==> config.mk <==
export PLATFORM = sky130hd
export DESIGN_NAME = dot_star_pattern_matcher_flat
export DESIGN_NICKNAME = d
export VERILOG_FILES = /design/src/hdl/dspm_pkg.sv /design/src/hdl/dspm_if.sv /design/src/hdl/dspm_cell.sv /design/src/hdl/dot_star_pattern_matcher.sv /design/src/flat_wrapper.sv
export SDC_FILE = /design/constraint.sdc
export NUM_CORES = 1
export LEC_CHECK = 0
export BUFFER_PORTS_ARGS = -buffer_cell sky130_fd_sc_hd__buf_2
export CORE_ASPECT_RATIO = 1.2
export CORE_MARGIN = 1.5
export CORE_UTILIZATION = 40
export CTS_CLUSTER_DIAMETER = 150
export CTS_CLUSTER_SIZE = 28
export DETAILED_ROUTE_END_ITERATION = 16
export GPL_TIMING_DRIVEN = 0
export PLACE_DENSITY = 0.66
export REMOVE_ABC_BUFFERS = 1
export SETUP_SLACK_MARGIN = 0.2
export SLEW_MARGIN = 40
export SYNTH_ARGS = -nofsm -noshare
export SYNTH_HDL_FRONTEND = slang
export SYNTH_SLANG_ARGS = --single-unit
==> constraint.sdc <==
create_clock -name clk -period 11.4 [get_ports clk]
set_input_delay 2.28 -clock clk [delete_from_list [all_inputs] [get_ports clk]]
set_output_delay 2.28 -clock clk [all_outputs]
set_load 0.01 [all_outputs]
==> src/hdl/dspm_pkg.sv <==
// dspm_pkg: shared types, codes and helpers for the dot-star pattern matcher
// no dependencies; used by the channel interfaces, the cell and the top level
package dspm_pkg;

  // default pattern capacity in bytes
  localparam int DSPM_MAX_PATTERN = 32;

  // special pattern bytes
  localparam logic [7:0] SYM_ANY  = 8'd46;
  localparam logic [7:0] SYM_STAR = 8'd42;

  typedef logic [1:0] opcode_raw_t;
  typedef logic [7:0] symbol_t;

  // request opcodes; the fourth code means nothing and leaves state alone
  typedef enum logic [1:0] {
    OP_START   = 2'd0,
    OP_PATTERN = 2'd1,
    OP_TEXT    = 2'd2
  } opcode_t;

  // result status codes
  typedef enum logic [1:0] {
    ST_OK   = 2'd0,
    ST_FULL = 2'd1,
    ST_LATE = 2'd2
  } status_t;

  // control sequencer
  typedef enum logic {
    S_IDLE = 1'b0,
    S_PROP = 1'b1
  } state_t;

  // step commands broadcast to every cell of the chain
  typedef struct packed {
    logic    start;
    logic    text;
    logic    prop;
    symbol_t symbol;
  } cell_ctrl_t;

  // pattern byte accepts text byte
  function automatic logic sym_hits(input symbol_t pat, input symbol_t c);
    sym_hits = (pat == SYM_ANY) || (pat == c);
  endfunction

endpackage

==> src/hdl/dspm_if.sv <==
// dspm_if: valid/ready channel interfaces for requests and results
// depends on dspm_pkg

// request channel: opcode and symbol
interface dspm_in_if
  import dspm_pkg::*;
  ();
  logic        valid;
  logic        ready;
  opcode_raw_t opcode;
  symbol_t     symbol;

  modport source (output valid, output opcode, output symbol, input ready);
  modport sink   (input valid, input opcode, input symbol, output ready);
endinterface

// result channel: match flag and status
interface dspm_out_if
  import dspm_pkg::*;
  ();
  logic       valid;
  logic       ready;
  logic       matched;
  logic [1:0] status;

  modport source (output valid, output matched, output status, input ready);
  modport sink   (input valid, input matched, input status, output ready);
endinterface

==> src/hdl/dspm_cell.sv <==
// dspm_cell: one pattern position of the matcher chain; holds its pattern byte
// and its dynamic-programming column flag. depends on dspm_pkg
module dspm_cell
  import dspm_pkg::*;
(
  input  logic       clk,
  input  logic       rst_n,
  input  cell_ctrl_t ctrl_i,
  input  logic       we_i,        // pattern byte lands in this cell
  input  logic       active_i,    // cell lies within the loaded pattern
  input  logic       has_prev_i,  // a pattern element precedes this cell
  input  logic       flag_m1_i,   // column flag of left neighbor
  input  logic       flag_m2_i,   // column flag two to the left
  input  symbol_t    prev_pat_i,  // pattern byte of left neighbor
  output logic       flag_o,
  output symbol_t    pat_o,
  output logic       grow_o       // closure step would still set this flag
);

  logic    flag_r, flag_nxt;
  symbol_t pat_r, pat_nxt;
  logic    is_star;
  logic    star_ok;

  assign is_star = (pat_r == SYM_STAR);
  assign star_ok = active_i && is_star && has_prev_i;

  // next column flag
  always_comb begin
    flag_nxt = flag_r;
    pat_nxt  = pat_r;
    if (ctrl_i.start) begin
      flag_nxt = 1'b0;
    end else if (we_i) begin
      pat_nxt  = ctrl_i.symbol;
      // empty text matches only when the new star cancels its element
      flag_nxt = (ctrl_i.symbol == SYM_STAR) && has_prev_i && flag_m2_i;
    end else if (ctrl_i.text) begin
      if (!active_i) begin
        flag_nxt = 1'b0;
      end else if (is_star) begin
        flag_nxt = has_prev_i && flag_r && sym_hits(prev_pat_i, ctrl_i.symbol);
      end else begin
        flag_nxt = flag_m1_i && sym_hits(pat_r, ctrl_i.symbol);
      end
    end else if (ctrl_i.prop) begin
      // zero repeats: inherit the flag from before the element
      if (star_ok) begin
        flag_nxt = flag_r || flag_m2_i;
      end
    end
  end

  // flag register
  always_ff @(posedge clk) begin
    if (!rst_n) begin
      flag_r <= 1'b0;
    end else begin
      flag_r <= flag_nxt;
    end
  end

  // pattern byte
  always_ff @(posedge clk) begin
    pat_r <= pat_nxt;
  end

  assign flag_o = flag_r;
  assign pat_o  = pat_r;
  assign grow_o = star_ok && flag_m2_i && !flag_r;

endmodule

==> src/hdl/dot_star_pattern_matcher.sv <==
// dot_star_pattern_matcher: top level with request sequencer, result register
// and the chain of pattern cells. depends on dspm_pkg, dspm_if, dspm_cell
//
// Usage: requests arrive on in_ch (valid/ready). Opcode start clears the
// pattern, opcode pattern appends a pattern byte ('.' any, '*' repeat),
// opcode text consumes one text byte. Every request yields one result on
// out_ch: matched (text so far matches the whole pattern) and status
// (ok, pattern full, pattern byte after text).
// Start, pattern and unused-opcode requests give their result in the cycle
// after acceptance. A text byte updates all cells in parallel, then the
// sequencer steps the closure through chained star elements until no flag
// grows, and a final check registers the result.
// One request is in flight at a time; the next one is taken once its
// result sits in the output register and is being or has been taken.
// Reset empties the pattern, sets the empty-text match and clears the
// output register. While the receiver stalls the result holds in the
// output register and in_ch.ready stays low.
module dot_star_pattern_matcher
  import dspm_pkg::*;
#(
  parameter int MAX_PATTERN = DSPM_MAX_PATTERN
)(
  input  logic          clk,
  input  logic          rst_n,
  dspm_in_if.sink       in_ch,
  dspm_out_if.source    out_ch
);

  localparam int LW = $clog2(MAX_PATTERN + 1);

  state_t         state_r, state_nxt;
  logic [LW-1:0]  len_r, len_nxt;
  logic           text_started_r, text_started_nxt;
  logic           col0_r, col0_nxt;
  logic           out_valid_r, out_valid_nxt;
  logic           matched_r, matched_nxt;
  status_t        status_r, status_nxt;

  logic           accept;
  logic           load_ok;
  cell_ctrl_t     ctrl;
  logic [MAX_PATTERN:0]   cols;
  logic [MAX_PATTERN:1]   grows;
  symbol_t        pats [MAX_PATTERN:1];
  opcode_raw_t    op;

  assign op     = in_ch.opcode;
  assign accept = in_ch.valid && in_ch.ready;

  // take a request only when idle and the output register frees up
  assign in_ch.ready = (state_r == S_IDLE) && (!out_valid_r || out_ch.ready);

  // sequencer, request decode and result selection
  always_comb begin
    state_nxt        = state_r;
    len_nxt          = len_r;
    text_started_nxt = text_started_r;
    col0_nxt         = col0_r;
    matched_nxt      = matched_r;
    status_nxt       = status_r;
    out_valid_nxt    = out_valid_r && !out_ch.ready;
    load_ok          = 1'b0;
    ctrl             = '0;
    ctrl.symbol      = in_ch.symbol;
    case (state_r)
      S_IDLE: begin
        if (accept) begin
          case (op)
            OP_START: begin
              ctrl.start       = 1'b1;
              len_nxt          = '0;
              text_started_nxt = 1'b0;
              col0_nxt         = 1'b1;
              matched_nxt      = 1'b1;
              status_nxt       = ST_OK;
              out_valid_nxt    = 1'b1;
            end
            OP_PATTERN: begin
              out_valid_nxt = 1'b1;
              matched_nxt   = cols[len_r];
              if (text_started_r) begin
                status_nxt = ST_LATE;
              end else if (len_r == LW'(MAX_PATTERN)) begin
                status_nxt = ST_FULL;
              end else begin
                load_ok     = 1'b1;
                len_nxt     = len_r + 1'b1;
                status_nxt  = ST_OK;
                matched_nxt = (in_ch.symbol == SYM_STAR) && (len_r != '0) &&
                              cols[len_r - 1'b1];
              end
            end
            OP_TEXT: begin
              ctrl.text        = 1'b1;
              text_started_nxt = 1'b1;
              col0_nxt         = 1'b0;
              state_nxt        = S_PROP;
            end
            default: begin
              matched_nxt   = cols[len_r];
              status_nxt    = ST_OK;
              out_valid_nxt = 1'b1;
            end
          endcase
        end
      end
      S_PROP: begin
        // star closure until no flag changes, then report
        if (|grows) begin
          ctrl.prop = 1'b1;
        end else begin
          matched_nxt   = cols[len_r];
          status_nxt    = ST_OK;
          out_valid_nxt = 1'b1;
          state_nxt     = S_IDLE;
        end
      end
      default: begin
        state_nxt = S_IDLE;
      end
    endcase
  end

  // control registers
  always_ff @(posedge clk) begin
    if (!rst_n) begin
      state_r        <= S_IDLE;
      len_r          <= '0;
      text_started_r <= 1'b0;
      col0_r         <= 1'b1;
      out_valid_r    <= 1'b0;
    end else begin
      state_r        <= state_nxt;
      len_r          <= len_nxt;
      text_started_r <= text_started_nxt;
      col0_r         <= col0_nxt;
      out_valid_r    <= out_valid_nxt;
    end
  end

  // result payload
  always_ff @(posedge clk) begin
    matched_r <= matched_nxt;
    status_r  <= status_nxt;
  end

  assign cols[0] = col0_r;

  // chain of cells, one per pattern position
  for (genvar k = 1; k <= MAX_PATTERN; k++) begin : g_cell
    logic    flag_m2;
    symbol_t prev_pat;
    if (k == 1) begin : g_first
      assign flag_m2  = 1'b0;
      assign prev_pat = '0;
    end else begin : g_rest
      assign flag_m2  = cols[k-2];
      assign prev_pat = pats[k-1];
    end
    dspm_cell u_cell (
      .clk        (clk),
      .rst_n      (rst_n),
      .ctrl_i     (ctrl),
      .we_i       (load_ok && (len_r == LW'(k - 1))),
      .active_i   (LW'(k) <= len_r),
      .has_prev_i ((k >= 2) ? 1'b1 : 1'b0),
      .flag_m1_i  (cols[k-1]),
      .flag_m2_i  (flag_m2),
      .prev_pat_i (prev_pat),
      .flag_o     (cols[k]),
      .pat_o      (pats[k]),
      .grow_o     (grows[k])
    );
  end

  assign out_ch.valid   = out_valid_r;
  assign out_ch.matched = matched_r;
  assign out_ch.status  = status_r;

endmodule
==> src/flat_wrapper.sv <==
// flat-port wrapper written by rule: the top's interface ports become plain ports
module dot_star_pattern_matcher_flat import dspm_pkg::*;
#(
  parameter int MAX_PATTERN = DSPM_MAX_PATTERN
)
  (clk, rst_n, in_ch_valid, in_ch_opcode, in_ch_symbol, in_ch_ready, out_ch_valid, out_ch_matched, out_ch_status, out_ch_ready);
  dspm_in_if in_ch_i ();
  dspm_out_if out_ch_i ();
  input  logic clk;
  input  logic rst_n;
  input wire logic [$bits(in_ch_i.valid)-1:0] in_ch_valid;
  input wire logic [$bits(in_ch_i.opcode)-1:0] in_ch_opcode;
  input wire logic [$bits(in_ch_i.symbol)-1:0] in_ch_symbol;
  output wire logic [$bits(in_ch_i.ready)-1:0] in_ch_ready;
  output wire logic [$bits(out_ch_i.valid)-1:0] out_ch_valid;
  output wire logic [$bits(out_ch_i.matched)-1:0] out_ch_matched;
  output wire logic [$bits(out_ch_i.status)-1:0] out_ch_status;
  input wire logic [$bits(out_ch_i.ready)-1:0] out_ch_ready;
  assign in_ch_i.valid = in_ch_valid;
  assign in_ch_i.opcode = in_ch_opcode;
  assign in_ch_i.symbol = in_ch_symbol;
  assign in_ch_ready = in_ch_i.ready;
  assign out_ch_valid = out_ch_i.valid;
  assign out_ch_matched = out_ch_i.matched;
  assign out_ch_status = out_ch_i.status;
  assign out_ch_i.ready = out_ch_ready;
  dot_star_pattern_matcher #(.MAX_PATTERN(MAX_PATTERN)) u_core (.clk(clk), .rst_n(rst_n), .in_ch(in_ch_i), .out_ch(out_ch_i));
endmodule
==> metrics, run 1 <==
combinational family with the most area after synthesis=simple AND/OR/NAND/NOR gates; drt pass-1 iters=5; I/O pin total=19; CP startpoint kind=primary input; Final min period=5.29 ns; Worst IR Drop VDD=0.0781 mV; Rows=82; Die Wd=191 um; Core Region=41900 sq um; Mean Syn Cell Area=11.1 sq um; status=complete, no violations; end of the critical path=in_ch_ready; n_diodes=0; R2R Path Start=u_core.len_r[0]; Reg2Reg Setup Slack=6.66 ns; Post-DP Area=17900 sq um; mux contribution to synthesized area=0.0376; share of cells above drive strength 1=0.0806; Hold Vio Cnt, Final=0; dpl hpwl=30200 um; setup TNS=0 ns; fillcell total=3837; routed len/inst=21.7 um; GPL Wtd Cong=0.949; CTS Buffer Depth=3; Yosys reg bits=301; DRC=0; part of the cycle the worst path needs=0.464; Critical Path AT=3.01 ns; maximum clock frequency=0.189 GHz; Post-Syn Instances=1535; largest net degree at the start of global routing=57; CTS resizes=0; number of global-route vias before repair=12300; Mapped Area=17100 sq um; CP Class=in2out; endpoints failing setup=0; Required @ worst endpoint=9.12 ns; total CTS buffers=14; Initial Utilization=0.407; worst-path maximum fanout=7; Multi-input gate area=8010 sq um; reg2reg end=u_core.g_cell[4].u_cell.flag_o; main flop type after synthesis=edfxtp_1; Critical Path Start=out_ch_ready; die area=43900 sq um; xor and xnor fraction of the mapped netlist area=0.135; clock skew=0.0239 ns; Distinct cells, synth=81; commonest non-fill, non-tap cell in the layout=edfxtp_1; DRT antenna net count=0; post-CTS setup buffers=0; CP Capture Type=primary output; port bufs=18; clk_lat worst skew=0.53 ns; R2R depth=10; CTS sink cnt=301; antenna violations before repair=0; placed cells=2023; ys async rst share=0; setup repair after global routing missed its margin=false; fraction of the mapped netlist area in simple logic gates=0.177; grt ovf=0; register area=8630 sq um; Post-synth EDFFs=259; fin nets=1512; Non-Filler Instances=2047; Hold-fix buffers, CTS=0; first-pass GRT wire length=69300 um; Max-Cap Viols=0; clock slew at reported path FFs=0.11 ns; DR vias/cell=6.08; final wirelength=44400 um; Die Span Y=229 um; Max Slew Vio Count=0; CTS tree=yes; pwr dens=107 nW/um^2; fin area=18300 sq um; Worst slew margin=0.394; all-layer global routing usage=0.201; Root Driver=clkbuf_16; Starting DRT DRC Count=1205; Hold WC Path Type=reg2reg; Static Leak=5.45 nW; Worst Max-Slew Pin Slew=0.908 ns; complex-gate fraction of the synthesized area=0.112; register area share after synthesis=0.505; Max H-tree Level=1; Adder-Cell Fraction of Synth Area=0.00367; Vias=12500; P&R area growth vs syn=7.39%; Yosys Warn Count=0; most frequent cells in the layout=edfxtp_1, xnor2_1, nor2_1, nand2_1, xor2_1
[where the power goes]
part           internal, mW  switching, mW
combinational        0.0621         0.0982
sequential             1.20         0.0108
clock                 0.250          0.337
total                  1.51          0.446
[logic make-up (layout without fill, tap and decap cells)]
| kind of cell | after synthesis | after routing |
|---|---|---|
| buffers and inverters | 125 | 91 |
| adder cells (fa/ha/maj) | 5 | 5 |
| multiplexers | 41 | 41 |
| flip-flops | 301 | 301 |
| AO/OA/AOI/OAI | 268 | 268 |
| AND/OR/NAND/NOR | 533 | 533 |
| XOR/XNOR | 262 | 262 |
[per-stage QoR]
stage	setup slack (ns)	utilization	total power [mW]	hold WS [ns]
global placement	4.89	0.417	1.38	0.522
CTS	6.11	0.437	1.97	0.544
finish	6.11	0.437	1.96	0.550
global route	6.06	0.437	2.02	0.614
floorplan	6.45	-	1.31	0.494
detailed placement	6.06	0.427	1.39	0.530
[sequential cells by signal, summed over array words and instances, names as in the netlist]
| signal | count |
|---|---|
| u_core.out_ch.valid | 1 |
| u_core.out_ch.status | 2 |
| u_core.len_r | 6 |
| u_core.state_r | 1 |
| u_core.g_cell.u_cell.pat_o | 256 |
| u_core.text_started_r | 1 |
| u_core.out_ch.matched | 1 |
| u_core.col0_r | 1 |
| u_core.g_cell.u_cell.flag_o | 32 |
[routing by layer]
metal | global-route usage | share of wire | vias to the layer above
met5 | 0 | 0 | -
met4 | 0.0818 | 0.036 | 0
met3 | 0.0277 | 0.061 | 98
met2 | 0.344 | 0.49 | 446
met1 | 0.255 | 0.42 | 6179
li1 | - | - | 5729
[cell type report]
cell class	instances	area share
sequential	301	0.471
clock buffer	23	0.0221
tap	546	0.0373
clock inverter	1	0.000478
inverter	34	0.00697
timing repair buffer	33	0.0246
multi-input combinational	1109	0.437
[how the worst min path moves through the flow]
| stage | end | slack (ns) | cells past startpoint | start |
|---|---|---|---|---|
| global route | u_core.text_started_r | 0.61 | 2 | u_core.text_started_r |
| CTS | u_core.text_started_r | 0.54 | 2 | u_core.text_started_r |
| global placement | u_core.text_started_r | 0.52 | 2 | u_core.text_started_r |
| finish | u_core.text_started_r | 0.55 | 2 | u_core.text_started_r |
| detailed placement | u_core.text_started_r | 0.53 | 2 | u_core.text_started_r |
| floorplan | u_core.text_started_r | 0.49 | 2 | u_core.text_started_r |
[Yosys cell counts, types with 6 or more instances]
cell type / instances / share of area
edfxtp_1: 259 / 0.46
xnor2_1: 180 / 0.092
nor2_1: 100 / 0.022
nand2_1: 86 / 0.019
xor2_1: 82 / 0.042
nand4_1: 60 / 0.022
clkbuf_1: 58 / 0.013
o21ai_0: 56 / 0.016
nand3_1: 48 / 0.014
dfxtp_1: 42 / 0.049
a21oi_1: 38 / 0.011
nor3_1: 35 / 0.010
inv_1: 34 / 0.0075
nor4_1: 32 / 0.012
nor4b_1: 25 / 0.013
nor2b_1: 21 / 0.0077
a211oi_1: 18 / 0.0079
a31oi_1: 18 / 0.0066
buf_1: 18 / 0.0040
mux2i_1: 18 / 0.011
mux4_2: 18 / 0.024
nand4b_1: 17 / 0.0087
nand2b_1: 14 / 0.0051
and2_1: 12 / 0.0044
and3_1: 12 / 0.0044
buf_2: 12 / 0.0035
o21a_1: 12 / 0.0053
o31ai_1: 12 / 0.0053
o22ai_1: 11 / 0.0040
or3_1: 11 / 0.0040
or4_1: 11 / 0.0048
nand3b_1: 10 / 0.0044
a21o_1: 9 / 0.0040
o211ai_1: 9 / 0.0040
o311ai_0: 9 / 0.0046
a311oi_1: 7 / 0.0036
o311a_1: 7 / 0.0041
a22o_1: 6 / 0.0031
o2111ai_1: 6 / 0.0031
[critical path, cell delays in order]
cell	delay (ns)
buf_2	0.10
nor2b_1	0.41
nor2_1	0.07
buf_2	0.16
(Power assumes the default switching activity.)
==> run 2, diff against run 1 <==
Settings changed: ABC_AREA from default to 1.
Clock period 11.4 ns to 5 ns, I/O delays scaled along.
==> metrics, run 2 <==
status=complete, no violations; number of global-route vias before repair=15800 (+28%); CP Class=reg2reg; fin nets=2313 (+53%); CP startpoint kind=register; Mean Syn Cell Area=7.90 sq um (-29%); CP max stage cell=o21ai_0; ys async rst share=0 (unchanged); Vias=16000 (+28%); Max H-tree Level=1 (unchanged); routed len/inst=18.3 um (-16%); sw frac=0.253 (+0.0249); register area share after synthesis=0.466 (-0.0398); GPL Wtd Cong=0.987 (+4.0%); Die Span Y=239 um (+4.1%); part of the cycle the worst path needs=0.857; main flop type after synthesis=edfxtp_1; CP cell instances=clkinvlp_4 -> buf_4 -> ha_1 -> inv_1 -> o21ai_0 -> nand2_1 -> nand3_1 -> nand3_1 -> nor2_1 -> nand2_1 -> nor2_1 -> nand3_4 -> o21ai_0; Initial Utilization=0.404 (-0.00356); Max-Cap Viols=0 (unchanged); CTS Buffer Depth=3 (unchanged); Critical Path AT=4.47 ns (+1.46 ns); Max stage delay on crit path=0.63 ns (+0.22 ns); final wirelength=53500 um (+20%); family with the most delay on the worst path=simple AND/OR/NAND/NOR gates; Max Slew Vio Count=0 (unchanged); Worst Max-Slew Pin Slew=0.834 ns (-0.0739 ns); Psw=1.18 mW (+160%); DRC=0 (unchanged); sequential group share of total power=0.599 (-0.019); Int Power=3.48 mW (+130%); clock skew=0.0304 ns (+0.00655 ns); die area=47600 sq um (+8.4%); CTS sink cnt=301 (unchanged); total CTS buffers=14 (unchanged); Starting DRT DRC Count=1059 (-12%); commonest non-fill, non-tap cell in the layout=nand2_1; Distinct cells, synth=44 (-46%); Post-synth EDFFs=259 (unchanged); Non-Filler Instances=2918 (+43%); setup repair after global routing missed its margin=false; Yosys reg bits=301 (unchanged); Final min period=4.29 ns; Mapped Area=18500 sq um (+8.5%); xor and xnor fraction of the mapped netlist area=0.0838 (-0.0508); Root Driver=clkbuf_16; largest net degree at the start of global routing=58 (+1.8%); Yosys Warn Count=0 (unchanged); most frequent cells in the layout=nand2_1, inv_1, nor2_1, edfxtp_1, nand3_1; port bufs=18 (unchanged); CP bufs+invs=3 (+1); complex-gate fraction of the synthesized area=0.0633 (-0.0491); Hold Vio Cnt, Final=0 (unchanged); Worst slew margin=0.441 (+0.0463); I/O pin total=19 (unchanged); mux contribution to synthesized area=0 (-0.0376); maximum clock frequency=0.233 GHz; dpl hpwl=38300 um (+27%); Adder-Cell Fraction of Synth Area=0.00338 (-0.000289); share of cells above drive strength 1=0.0460 (-0.0346); Static Leak=7.48 nW (+37%); post-place setup slack=0.442 ns (-5.61 ns); DR vias/cell=5.47 (-10%); Die Wd=199 um (+4.1%); top-count cell post-synth=nand2_1; worst setup margin=0.713 ns (-5.39 ns); drt pass-1 iters=5 (unchanged); pwr dens=236 nW/um^2 (+120%); Logic pwr share=0.108 (+0.026); P&R area growth vs syn=6.47%; placed cells=2893 (+43%); n_diodes=0 (unchanged); Area contributors post-synth=edfxtp_1, nand2_1, xnor2_1, nand3_1, inv_1; Commonest cells post-synth=nand2_1, inv_1, nor2_1; overall power=4.65 mW (+140%); fillcell total=4480 (+17%); largest area contributor in the netlist=edfxtp_1; Post-Syn Instances=2342 (+53%); endpoints failing setup=0 (unchanged); combinational family with the most area after synthesis=simple AND/OR/NAND/NOR gates; setup TNS=0 ns (unchanged); clk_lat worst skew=0.54 ns (about the same); Hold WC Path Type=reg2reg; CTS tree=yes; fraction of the mapped netlist area in simple logic gates=0.300 (+0.123); DRT antenna net count=0 (unchanged); Worst IR Drop VDD=0.225 mV (+190%); max FFs per register=256 (unchanged); antenna violations before repair=0 (unchanged); first-pass GRT wire length=84200 um (+22%); Hold-fix buffers, CTS=0 (unchanged); clock slew at reported path FFs=0.12 ns (about the same); all-layer global routing usage=0.227 (+0.0253); worst-path maximum fanout=57 (+50); Required @ worst endpoint=5.18 ns (-3.94 ns); grt ovf=0 (unchanged); Clock Power Share=0.293 (-0.007); Multi-input gate area=8390 sq um (+4.7%); CP Capture Type=register; Rows=86 (+4.9%); Core Region=45800 sq um (+9.5%); register area=8630 sq um (about the same); Synth top area share=0.420 (-0.0359)
[run 2: kinds of logic after synthesis]
group | count (synthesis)
simple gates | 1253
flops | 301
buf+inv | 388
xor+xnor | 177
fa+ha+maj | 5
compound gates | 218
[run 2: power groups by stage]
stage	logic, mW	clock network, mW	registers, mW
finish	0.503	1.36	2.79
floorplan	0.273	0	2.83
global route	0.552	1.47	2.79
global placement	0.467	0	2.84
CTS	0.501	1.40	2.78
detailed placement	0.500	0	2.84
[run 2: routing by layer]
metal  up-vias  wire length [um]  global-route usage
met2       612             26800               0.410
met5         -                 0                   0
met4         0              2710               0.117
met1      7570             21100               0.265
li1       7625                 -                   -
met3       156              2910              0.0207
[run 2: what timing repair did]
| item | 4_1_cts | 5_1_grt |
|---|---|---|
| gates resized for setup | 0 | 2 |
| setup buffers | 0 | 1 |
| setup endpoints to repair | 0 | 9 |
[run 2: final cells by class]
class,instances,area share
clock buffers,23,0.0206
inverters,292,0.0562
flip-flops and latches,301,0.438
clock inverters,1,0.000444
multi-input cells,1653,0.426
well taps,616,0.0391
repair buffers,32,0.0202
[run 2: final timing paths]
path / slack, ns / to / from / depth (start not counted)
worst max-delay path: 0.71 / u_core.out_ch.status[0] / u_core.len_r[0] / 13
worst min register to register: 0.51 / u_core.text_started_r / u_core.text_started_r / 1
worst max register to register: 0.71 / u_core.out_ch.status[0] / u_core.len_r[0] / 13
worst min-delay path: 0.51 / u_core.text_started_r / u_core.text_started_r / 1
[run 2: metrics by stage]
step | util | cell area (sq um) | hold WS [ns]
final | 0.430 | 19700 | 0.514
after global routing | 0.430 | 19700 | 0.539
after CTS | 0.429 | 19700 | 0.514
after detailed placement | 0.420 | 19300 | 0.483
after global placement | 0.413 | 18900 | 0.477
after floorplan | - | 18000 | 0.463
